File: src/rtl/fth_pkg.sv
// Shared types and constants of the flow tuple hash.
// No dependencies; imported by every module of the block.
package fth_pkg;

    localparam int NUM_STEPS    = 12;
    localparam int TUNNEL_STEPS = 8;
    localparam int RES_W        = 24;

    localparam logic [RES_W-1:0] HASH_MOD = 24'hFF_100F;

    // Register reset values
    localparam logic [47:0] RESET_ORDER    = 48'h0A64_7193_B852;
    localparam logic [63:0] RESET_KEY_LOW  = 64'h231A_0D0C_1513_2519;
    localparam logic [31:0] RESET_KEY_HIGH = 32'h110F_140E;

    typedef enum logic [1:0] {
        REG_ORDER    = 2'd0,
        REG_KEY_LOW  = 2'd1,
        REG_KEY_HIGH = 2'd2
    } t_reg_index;

    typedef logic [RES_W-1:0] t_res;
    typedef logic [NUM_STEPS-1:0][7:0] t_byte_arr;

    // What travels down the pipe beside the residue
    typedef struct packed {
        logic      mode;
        t_byte_arr bytes;
    } t_carry;

endpackage

File: src/rtl/fth_stage.sv
// One pipeline stage of the flow tuple hash: a single modular byte step.
// Depends on fth_pkg.
module fth_stage (
    input  logic           i_clk,
    input  logic           i_rst_n,
    input  logic           i_en,
    input  logic           i_valid,
    input  logic           i_apply,
    input  logic [7:0]     i_byte,
    input  fth_pkg::t_carry i_carry,
    input  fth_pkg::t_res  i_res,
    output logic           o_valid,
    output fth_pkg::t_carry o_carry,
    output fth_pkg::t_res  o_res
);
    import fth_pkg::*;

    // 2^24 folded back below the modulus
    localparam logic [15:0] WRAP_MUL = 16'(25'h100_0000 - {1'b0, HASH_MOD});

    logic            r_valid;
    t_carry          r_carry;
    t_res            r_res;
    t_res            n_res;
    logic [RES_W-1:0] w_prod;
    logic [RES_W:0]   w_sum;
    logic [RES_W:0]   w_diff;

    // Fold the top byte, append the new byte, one conditional subtract
    always_comb begin
        w_prod = {16'b0, i_res[23:16]} * {8'b0, WRAP_MUL};
        w_sum  = {1'b0, w_prod} + {1'b0, i_res[15:0], i_byte};
        w_diff = w_sum - {1'b0, HASH_MOD};
        if (!i_apply) begin
            n_res = i_res;
        end else if (w_sum >= {1'b0, HASH_MOD}) begin
            n_res = w_diff[RES_W-1:0];
        end else begin
            n_res = w_sum[RES_W-1:0];
        end
    end

    // Valid travels with the data
    always_ff @(posedge i_clk) begin
        if (!i_rst_n) begin
            r_valid <= 1'b0;
        end else if (i_en) begin
            r_valid <= i_valid;
        end
    end

    always_ff @(posedge i_clk) begin
        if (i_en) begin
            r_carry <= i_carry;
            r_res   <= n_res;
        end
    end

    assign o_valid = r_valid;
    assign o_carry = r_carry;
    assign o_res   = r_res;

endmodule

File: src/rtl/flow_tuple_hash_top.sv
// Top level of the flow tuple hash: byte selection stage and twelve step stages.
// Depends on fth_pkg and fth_stage.
//
// Takes one connection key per cycle unless stalled and presents its 24-bit hash. One
// stage picks and masks the twelve key bytes through the permutation table. Then twelve
// stages each run one byte step of the residue modulo 0xFF100F, tunnel keys only the first
// TUNNEL_STEPS. Empty stages close up under a stall on the result side, so keys enter until
// every stage is full. Write configuration through i_cfg_we / i_cfg_index / i_cfg_data
// only with no transaction in flight; the block does not enforce it. Index 3 is ignored.
module flow_tuple_hash_top (
    input  logic                 i_clk,
    input  logic                 i_rst_n,
    // configuration
    input  logic                 i_cfg_we,
    input  logic [1:0]           i_cfg_index,
    input  logic [63:0]          i_cfg_data,
    // key channel
    input  logic                 i_in_valid,
    output logic                 o_in_stall,
    input  logic                 i_mode,
    input  logic [31:0]          i_source_address,
    input  logic [31:0]          i_dest_address,
    input  logic [15:0]          i_source_port,
    input  logic [15:0]          i_dest_port,
    // hash channel
    output logic                 o_out_valid,
    input  logic                 i_out_stall,
    output logic [fth_pkg::RES_W-1:0] o_hash_value
);
    import fth_pkg::*;

    logic [47:0] r_order;
    logic [63:0] r_key_low;
    logic [31:0] r_key_high;

    logic        r_sel_valid;
    t_carry      r_sel_carry;
    t_carry      n_sel_carry;
    t_byte_arr   w_key_bytes;
    t_byte_arr   w_in_bytes;

    logic        w_valid [0:NUM_STEPS];
    t_carry      w_carry [0:NUM_STEPS];
    t_res        w_res   [0:NUM_STEPS];
    logic        w_en    [0:NUM_STEPS+1];

    // Configuration registers
    always_ff @(posedge i_clk) begin
        if (!i_rst_n) begin
            r_order    <= RESET_ORDER;
            r_key_low  <= RESET_KEY_LOW;
            r_key_high <= RESET_KEY_HIGH;
        end else if (i_cfg_we) begin
            unique case (i_cfg_index)
                REG_ORDER:    r_order    <= i_cfg_data[47:0];
                REG_KEY_LOW:  r_key_low  <= i_cfg_data;
                REG_KEY_HIGH: r_key_high <= i_cfg_data[31:0];
                default:      ;
            endcase
        end
    end

    // Lay out the key little-endian and pick each step's byte
    always_comb begin
        logic [3:0] idx;
        logic       in_range;
        w_in_bytes  = {i_dest_port, i_source_port, i_dest_address, i_source_address};
        w_key_bytes = {r_key_high, r_key_low};
        n_sel_carry.mode = i_mode;
        for (int k = 0; k < NUM_STEPS; k++) begin
            idx      = r_order[4*k +: 4];
            in_range = i_mode ? (idx < 4'(TUNNEL_STEPS)) : (idx < 4'(NUM_STEPS));
            n_sel_carry.bytes[k] = (in_range ? w_in_bytes[idx] : 8'h00) ^ w_key_bytes[k];
        end
    end

    // Each stage advances when it is empty or its successor advances
    assign w_en[NUM_STEPS+1] = !i_out_stall;
    for (genvar j = 0; j <= NUM_STEPS; j++) begin : g_en
        assign w_en[j] = !w_valid[j] || w_en[j+1];
    end

    // Selection stage
    always_ff @(posedge i_clk) begin
        if (!i_rst_n) begin
            r_sel_valid <= 1'b0;
        end else if (w_en[0]) begin
            r_sel_valid <= i_in_valid;
        end
    end

    always_ff @(posedge i_clk) begin
        if (w_en[0]) begin
            r_sel_carry <= n_sel_carry;
        end
    end

    assign w_valid[0] = r_sel_valid;
    assign w_carry[0] = r_sel_carry;
    assign w_res[0]   = '0;

    // Step stages; tunnel keys skip the steps from TUNNEL_STEPS on
    for (genvar k = 0; k < NUM_STEPS; k++) begin : g_step
        fth_stage u_stage (
            .i_clk   (i_clk),
            .i_rst_n (i_rst_n),
            .i_en    (w_en[k+1]),
            .i_valid (w_valid[k]),
            .i_apply (!(w_carry[k].mode && (k >= TUNNEL_STEPS))),
            .i_byte  (w_carry[k].bytes[k]),
            .i_carry (w_carry[k]),
            .i_res   (w_res[k]),
            .o_valid (w_valid[k+1]),
            .o_carry (w_carry[k+1]),
            .o_res   (w_res[k+1])
        );
    end

    assign o_in_stall   = !w_en[0];
    assign o_out_valid  = w_valid[NUM_STEPS];
    assign o_hash_value = w_res[NUM_STEPS];

endmodule

File: config.mk
export PLATFORM = sky130hd
export DESIGN_NAME = flow_tuple_hash_top
export DESIGN_NICKNAME = d
export VERILOG_FILES = /design/src/rtl/fth_pkg.sv /design/src/rtl/fth_stage.sv /design/src/rtl/flow_tuple_hash_top.sv
export SDC_FILE = /design/constraint.sdc
export NUM_CORES = 2
export LEC_CHECK = 0
export CELL_PAD_IN_SITES_DETAIL_PLACEMENT = 2
export CELL_PAD_IN_SITES_GLOBAL_PLACEMENT = 2
export CORE_ASPECT_RATIO = 1.1
export CORE_MARGIN = 2
export CORE_UTILIZATION = 45
export CTS_CLUSTER_SIZE = 30
export DETAILED_ROUTE_END_ITERATION = 7
export DONT_BUFFER_PORTS = 1
export MAX_ROUTING_LAYER = met4
export PLACE_DENSITY = 0.88
export RECOVER_POWER = 50
export SYNTH_ARGS = -nofsm -noshare
export SYNTH_HDL_FRONTEND = slang
export SYNTH_SLANG_ARGS = --single-unit
File: constraint.sdc
create_clock -name i_clk -period 9.5 [get_ports i_clk]
set_clock_uncertainty 0.1 [all_clocks]
set_input_delay 1.425 -clock i_clk [delete_from_list [all_inputs] [get_ports i_clk]]
set_output_delay 1.425 -clock i_clk [all_outputs]
set_load 0.01 [all_outputs]
# Yosys cells after proc, flatten, opt, wreduce, memory -nomap -nowiden
# Cells that the tools add are included.
# totals
regBits,1081
in_bits,168
wordCells,311
# classes
addsub,23
mul,11
order_cmp,48
n_eq_ne,2
muxes,64
bitwise,12
reduce_logical,32
# ops
op,n
$bmux 8 s4,12
$mux 24,15
$add 24x24->25,11
$ge 25x24->1 const B,11
$mul 8x16->24 const B,11
$sub 24x24->24 const B,11
$mux 8,25
$lt 4x4->1 const B,24
$xor 8x8->8,12
$lt 4x5->1 const B,12
$ge 8x24->1 const B,1
$sub 8x24->24 const B,1
$logic_not 1->1,15
$logic_or 1x1->1,13
$mux 1,12
$reduce_and 2->1,3
$eq 2x1->1 const B,1
$eq 2x2->1 const B,1
$logic_not 2->1,1

# Depth between registers and ports, before layout
# depth
depth_word,15
depth_mapped,22
depth_no_buf,19

# Hierarchy
# A second synthesis with hierarchy kept.
# hier_totals
cells_unflattened,9660
hier_area_um2,114743.8
# by_module_without_submodules
mod,n_inst,cells_per_inst,area_each_um2
fth_stage (g_step[0].u_stage ...),6,654,7948.9
fth_stage (g_step[6].u_stage ...),3,631,7858.8
flow_tuple_hash_top,1,1874,19459.9
fth_stage (g_step[9].u_stage),1,667,8060.2
fth_stage (g_step[4].u_stage),1,659,8017.7
fth_stage (g_step[5].u_stage),1,643,7936.4

# Worst setup path after synthesis
# No wires, ideal clock.
# synth_path
path_kind,in2out
startpoint,input port i_out_stall
endpoint,output port o_in_stall
t_arrival_ps,7134
required_ps,7975
path_slack_ps,841
path_stages,10
path_buffers,0
cell_sequence,and3_1 -> inv_1 -> nor2_1 -> and2_1 -> inv_1 -> nor2_1 -> and2_1 -> and3_1 -> nand2_1 -> inv_1
# synth_between
elab_chain_cells,15
# synth_rtl
element,line,source
from (decl),flow_tuple_hash_top.sv:27,"input logic i_out_stall,"
$logic_not 1->1,flow_tuple_hash_top.sv:78,assign w_en[NUM_STEPS+1] = !i_out_stall;
$logic_or 1x1->1 (2 in a row),flow_tuple_hash_top.sv:80,assign w_en[j] = !w_valid[j] || w_en[j+1];
named net g_step[10].u_stage.i_en,fth_stage.sv:6,"input logic i_en,"
$logic_or 1x1->1 (4 in a row),flow_tuple_hash_top.sv:80,
named net g_step[6].u_stage.i_en,fth_stage.sv:6,
$logic_or 1x1->1 (7 in a row),flow_tuple_hash_top.sv:80,
$logic_not 1->1,flow_tuple_hash_top.sv:119,assign o_in_stall = !w_en[0];
to (decl),flow_tuple_hash_top.sv:19,"output logic o_in_stall,"
# The timed path passes the listed nets, and every way through them passes these cells.

# Final worst setup path
# layout_path
startpoint,register g_step[4].u_stage.r_res[19]
endpoint,register g_step[5].u_stage.r_res[8] (data pin)
# layout_between
elab_chain_cells,4
# layout_rtl
element,line,source
from (decl),fth_stage.sv:23,t_res r_res;
from (signal assigned),fth_stage.sv:55,r_res <= n_res;
$mul 8x16->24 (*),fth_stage.sv:31,"w_prod = {16'b0, i_res[23:16]} * {8'b0, WRAP_MUL};"
$add 24x24->25 (*),fth_stage.sv:32,"w_sum = {1'b0, w_prod} + {1'b0, i_res[15:0], i_byte};"
$sub 24x24->24 / $ge 25x24->1 (equally long branches),"fth_stage.sv:33, fth_stage.sv:36",
$mux 24 (*),fth_stage.sv:36,"end else if (w_sum >= {1'b0, HASH_MOD}) begin"
named net g_step[5].u_stage.n_res[8],fth_stage.sv:24,t_res n_res;
to (signal assigned),fth_stage.sv:55,
to (decl),fth_stage.sv:23,
# Mark *: on every way through the listed nets, which the timed path passes. The rest lies on a longest branch.
# A chain may end at the register's enable or synchronous reset.

==> results_dict.tcl <==
set metrics [dict create \
    rows 161 \
    htreeDepth 3 \
    first_pass_iters 8 \
    nFillCells 16781 \
    synthTopCellsByArea "edfxtp_1, fa_1, ha_1, mux4_2, inv_1" \
    numCtsBuffers 114 \
    dieArea_um2 179000 \
    dp_hpwl_mm 253.2 \
    worst_setup_path_start_kind "register" \
    cap_viol_max_count 22 \
    ys.flop_type "edfxtp_1" \
    core-area_um2 174700 \
    postSynthCellCount 6850 \
    r2r-end "g_step[5].u_stage.o_res[8]" \
    initial_core_util 0.4524 \
    num_vias 67560 \
    first_global_vias 71741 \
    yosys_warnings 0 \
    ant_nets 0 \
    vias_per_cell 7.352 \
    grt_overflow 0 \
    crit_buf_inv 3 \
    max_freq_ghz 0.09850 \
    end_kind "register" \
    clk_pin_slew_ns 0.07 \
    setup_viol 22 \
    nets 7955 \
    drcViolationCount 41 \
    synth.top_cell.area_share 0.3420 \
    ys_seq_area_frac 0.3818 \
    crit_family "adder cells" \
    fin_ws_ns -0.6523 \
    ioPinCount 194 \
    clockRootBuffer "clkbuf_16" \
    clk-insertion-delay-late_ns 0.84 \
    drt-initial-drc-count 9295 \
    async_reset_ff_frac 0 \
    cp_cell_sequence "fa_1 -> inv_1 -> fa_1 -> xnor2_1 -> ha_1 -> a21oi_1 -> fa_1 -> inv_1 -> ha_1 -> a21oi_1 -> o211ai_1 -> a21boi_0 -> o41ai_2 -> xor2_1 -> and4_1 -> nand3_2 -> o41ai_4 -> buf_12 -> nand2_1 -> xnor2_1" \
    max_slew_margin -1.725 \
    hold_end "g_step[0].u_stage.o_carry[8]" \
    worst_pin_slew_ns 4.088 \
    hold_buffers 0 \
    avgSynthCellArea_um2 11.53 \
    slowest_stage "xnor2_1" \
    r2r_slack_ns -0.65 \
    path_class "register to register" \
    place_congestion 0.9498 \
    wl_per_cell_um 46.15 \
    tritoncts "yes" \
    r2r_start "g_step[4].u_stage.o_res[19]" \
    holdPathStages 0 \
    required_ns 9.86 \
    finalSetupTns_ns -6.589 \
    ys_types 115 \
    clock_path_buffers 3 \
    drv_slew 691 \
    hold_violations 0 \
    clkSinkCount 1057 \
    cp_num_cells 20 \
    port_buffers 0 \
    ys_seq_elements 1057 \
    r2r_cells 20 \
    crit_arrival_ns 10.52 \
    cpPeakStageDelay_ns 1.45 \
    antenna_found_initial 91 \
    min_period_ns 10.15 \
    cpMostUsedCell "fa_1" \
    die-height_um 443.5 \
    crit_fanout 17 \
    die_w_um 403.5 \
    grt_max_degree 158 \
    area_delta_synth_final_pct 7.788 \
    synth_top_area_cell "edfxtp_1" \
    final_util 0.4876 \
    fin_crit_sh 1.069 \
    layout-drive-gt1-share 0.1025 \
    wirelength_mm 424.1 \
    grt_pass1_wl_mm 554.2 \
    violations "design-rule violations, max-capacitance violations, max-slew violations, negative setup slack" \
    min_path_type "register to register" \
    hp-start "r_sel_carry[8]" \
    gr-usage-all-layers 0.4492 \
    syn_area_um2 79010 \
    syn-num-nets 8126 \
    synth_edf_count 900 \
    status "finished with violations" \
]
[synthesized netlist by cell type, types with 16 or more instances]
cell type	number
nor4_1	21
o21ai_0	149
and2_1	40
dfxtp_1	157
mux2i_1	16
a211o_1	16
a31oi_1	59
nor2_1	309
o21bai_1	17
inv_1	963
buf_1	21
o31ai_1	16
ha_1	559
a211oi_1	43
mux4_2	289
nor3b_1	19
a22oi_1	106
nand3b_1	17
nand2_1	556
mux2_2	21
xnor2_1	192
o211ai_1	36
nand4_1	52
nand3_1	168
or2_2	22
buf_2	22
nand2b_1	28
clkbuf_1	291
a31o_2	107
a21o_1	83
edfxtp_1	900
nor3_1	75
a21oi_1	190
nor2b_1	34
fa_1	549
or3_1	33
and3_1	51
o21a_1	28
xor2_1	215
a21boi_0	110
[logic make-up (layout without fill, tap and decap cells)]
logic type      Yosys count  in the layout  synth area share
fa+ha+maj              1108           1108            0.2276
simple gates           1490           1490           0.08971
other cells               0            129                 0
flops                  1057           1057            0.3818
compound gates         1142           1142            0.1043
mux                     328            328           0.08768
xor+xnor                409            409           0.04567
buf+inv                1316           1244           0.06322
[registers in the layout (all words and copies together), names as in the netlist]
name,flops
r_sel_carry,97
g_step.u_stage.o_valid,12
r_key_low,64
r_order,48
g_step.u_stage.o_carry,539
g_step.u_stage.o_res,264
r_key_high,32
r_sel_valid,1
[through the flow]
stage	instance area, um^2	std cells	hold WS [ns]	setup slack, ns
detailed placement	80950	8839	0.3064	1.325
CTS	84820	9054	0.3012	0.9777
floorplan	79010	6850	0.3003	0.8407
global placement	80950	8839	0.3004	2.402
global route	85140	9179	0.3072	-0.8100
finish	85170	9189	0.2835	-0.6523
[worst register-to-register path, delay by kind of cell, from the launching register on]
family / cells / cell delay [ns]
AND/OR/NAND/NOR: 3 / 0.64
XOR/XNOR: 3 / 2.70
adder cells (fa/ha/maj): 5 / 3.25
flip-flops: 1 / 0.81
buffers and inverters: 3 / 0.57
AO/OA/AOI/OAI: 6 / 1.73
[what timing repair did]
action	4_1_cts	5_1_grt
gates resized for setup	0	1
buffers inserted	0	3
endpoints found under the setup margin	0	10
[final cells by class]
| cell class | count | area (um^2) | share of cell area |
|---|---|---|---|
| repair buffers | 52 | 385.4 | 0.004525 |
| multi-input cells | 4477 | 43890 | 0.5153 |
| clock inverters | 64 | 737.0 | 0.008653 |
| well taps | 2282 | 2855 | 0.03353 |
| inverters | 977 | 3674 | 0.04313 |
| flip-flops and latches | 1057 | 30170 | 0.3543 |
| diodes | 129 | 322.8 | 0.003790 |
| clock buffers | 151 | 3132 | 0.03677 |
[per-layer routing]
layer | GRT usage | routed length, um | vias up
li1 | - | - | 24086
met1 | 0.4320 | 125600 | 33535
met2 | 0.6900 | 186800 | 6618
met3 | 0.1713 | 55420 | 3321
met4 | 0.4254 | 56230 | 0
met5 | - | 0 | -
[cell usage in the layout (no fill, tap or decap), types with 59 or more instances in the layout]
cell type / instances
a21boi_0: 110
a21o_1: 83
a21oi_1: 190
a22oi_1: 106
a31o_2: 87
a31oi_1: 59
clkbuf_16: 114
dfxtp_1: 156
diode_2: 129
edfxtp_1: 900
fa_1: 549
ha_1: 559
inv_1: 960
mux4_2: 289
nand2_1: 553
nand3_1: 166
nor2_1: 309
nor3_1: 75
o21ai_0: 147
xnor2_1: 192
xor2_1: 215
[worst max path at each step]
stage	end	slack [ns]	start
4_1_cts	g_step[4].u_stage.o_res[4]	0.98	g_step[3].u_stage.o_res[16]
3_3_place_gp	g_step[4].u_stage.o_res[1]	2.40	g_step[3].u_stage.o_res[22]
5_1_grt	g_step[5].u_stage.o_res[8]	-0.81	g_step[4].u_stage.o_res[19]
2_1_floorplan	o_in_stall	0.84	i_out_stall
3_5_place_dp	g_step[4].u_stage.o_res[4]	1.32	g_step[3].u_stage.o_res[16]
6_report	g_step[5].u_stage.o_res[8]	-0.65	g_step[4].u_stage.o_res[19]
Power is not shown: default switching activity piles up to over one toggle a cycle in this logic, so the estimate is an artifact.
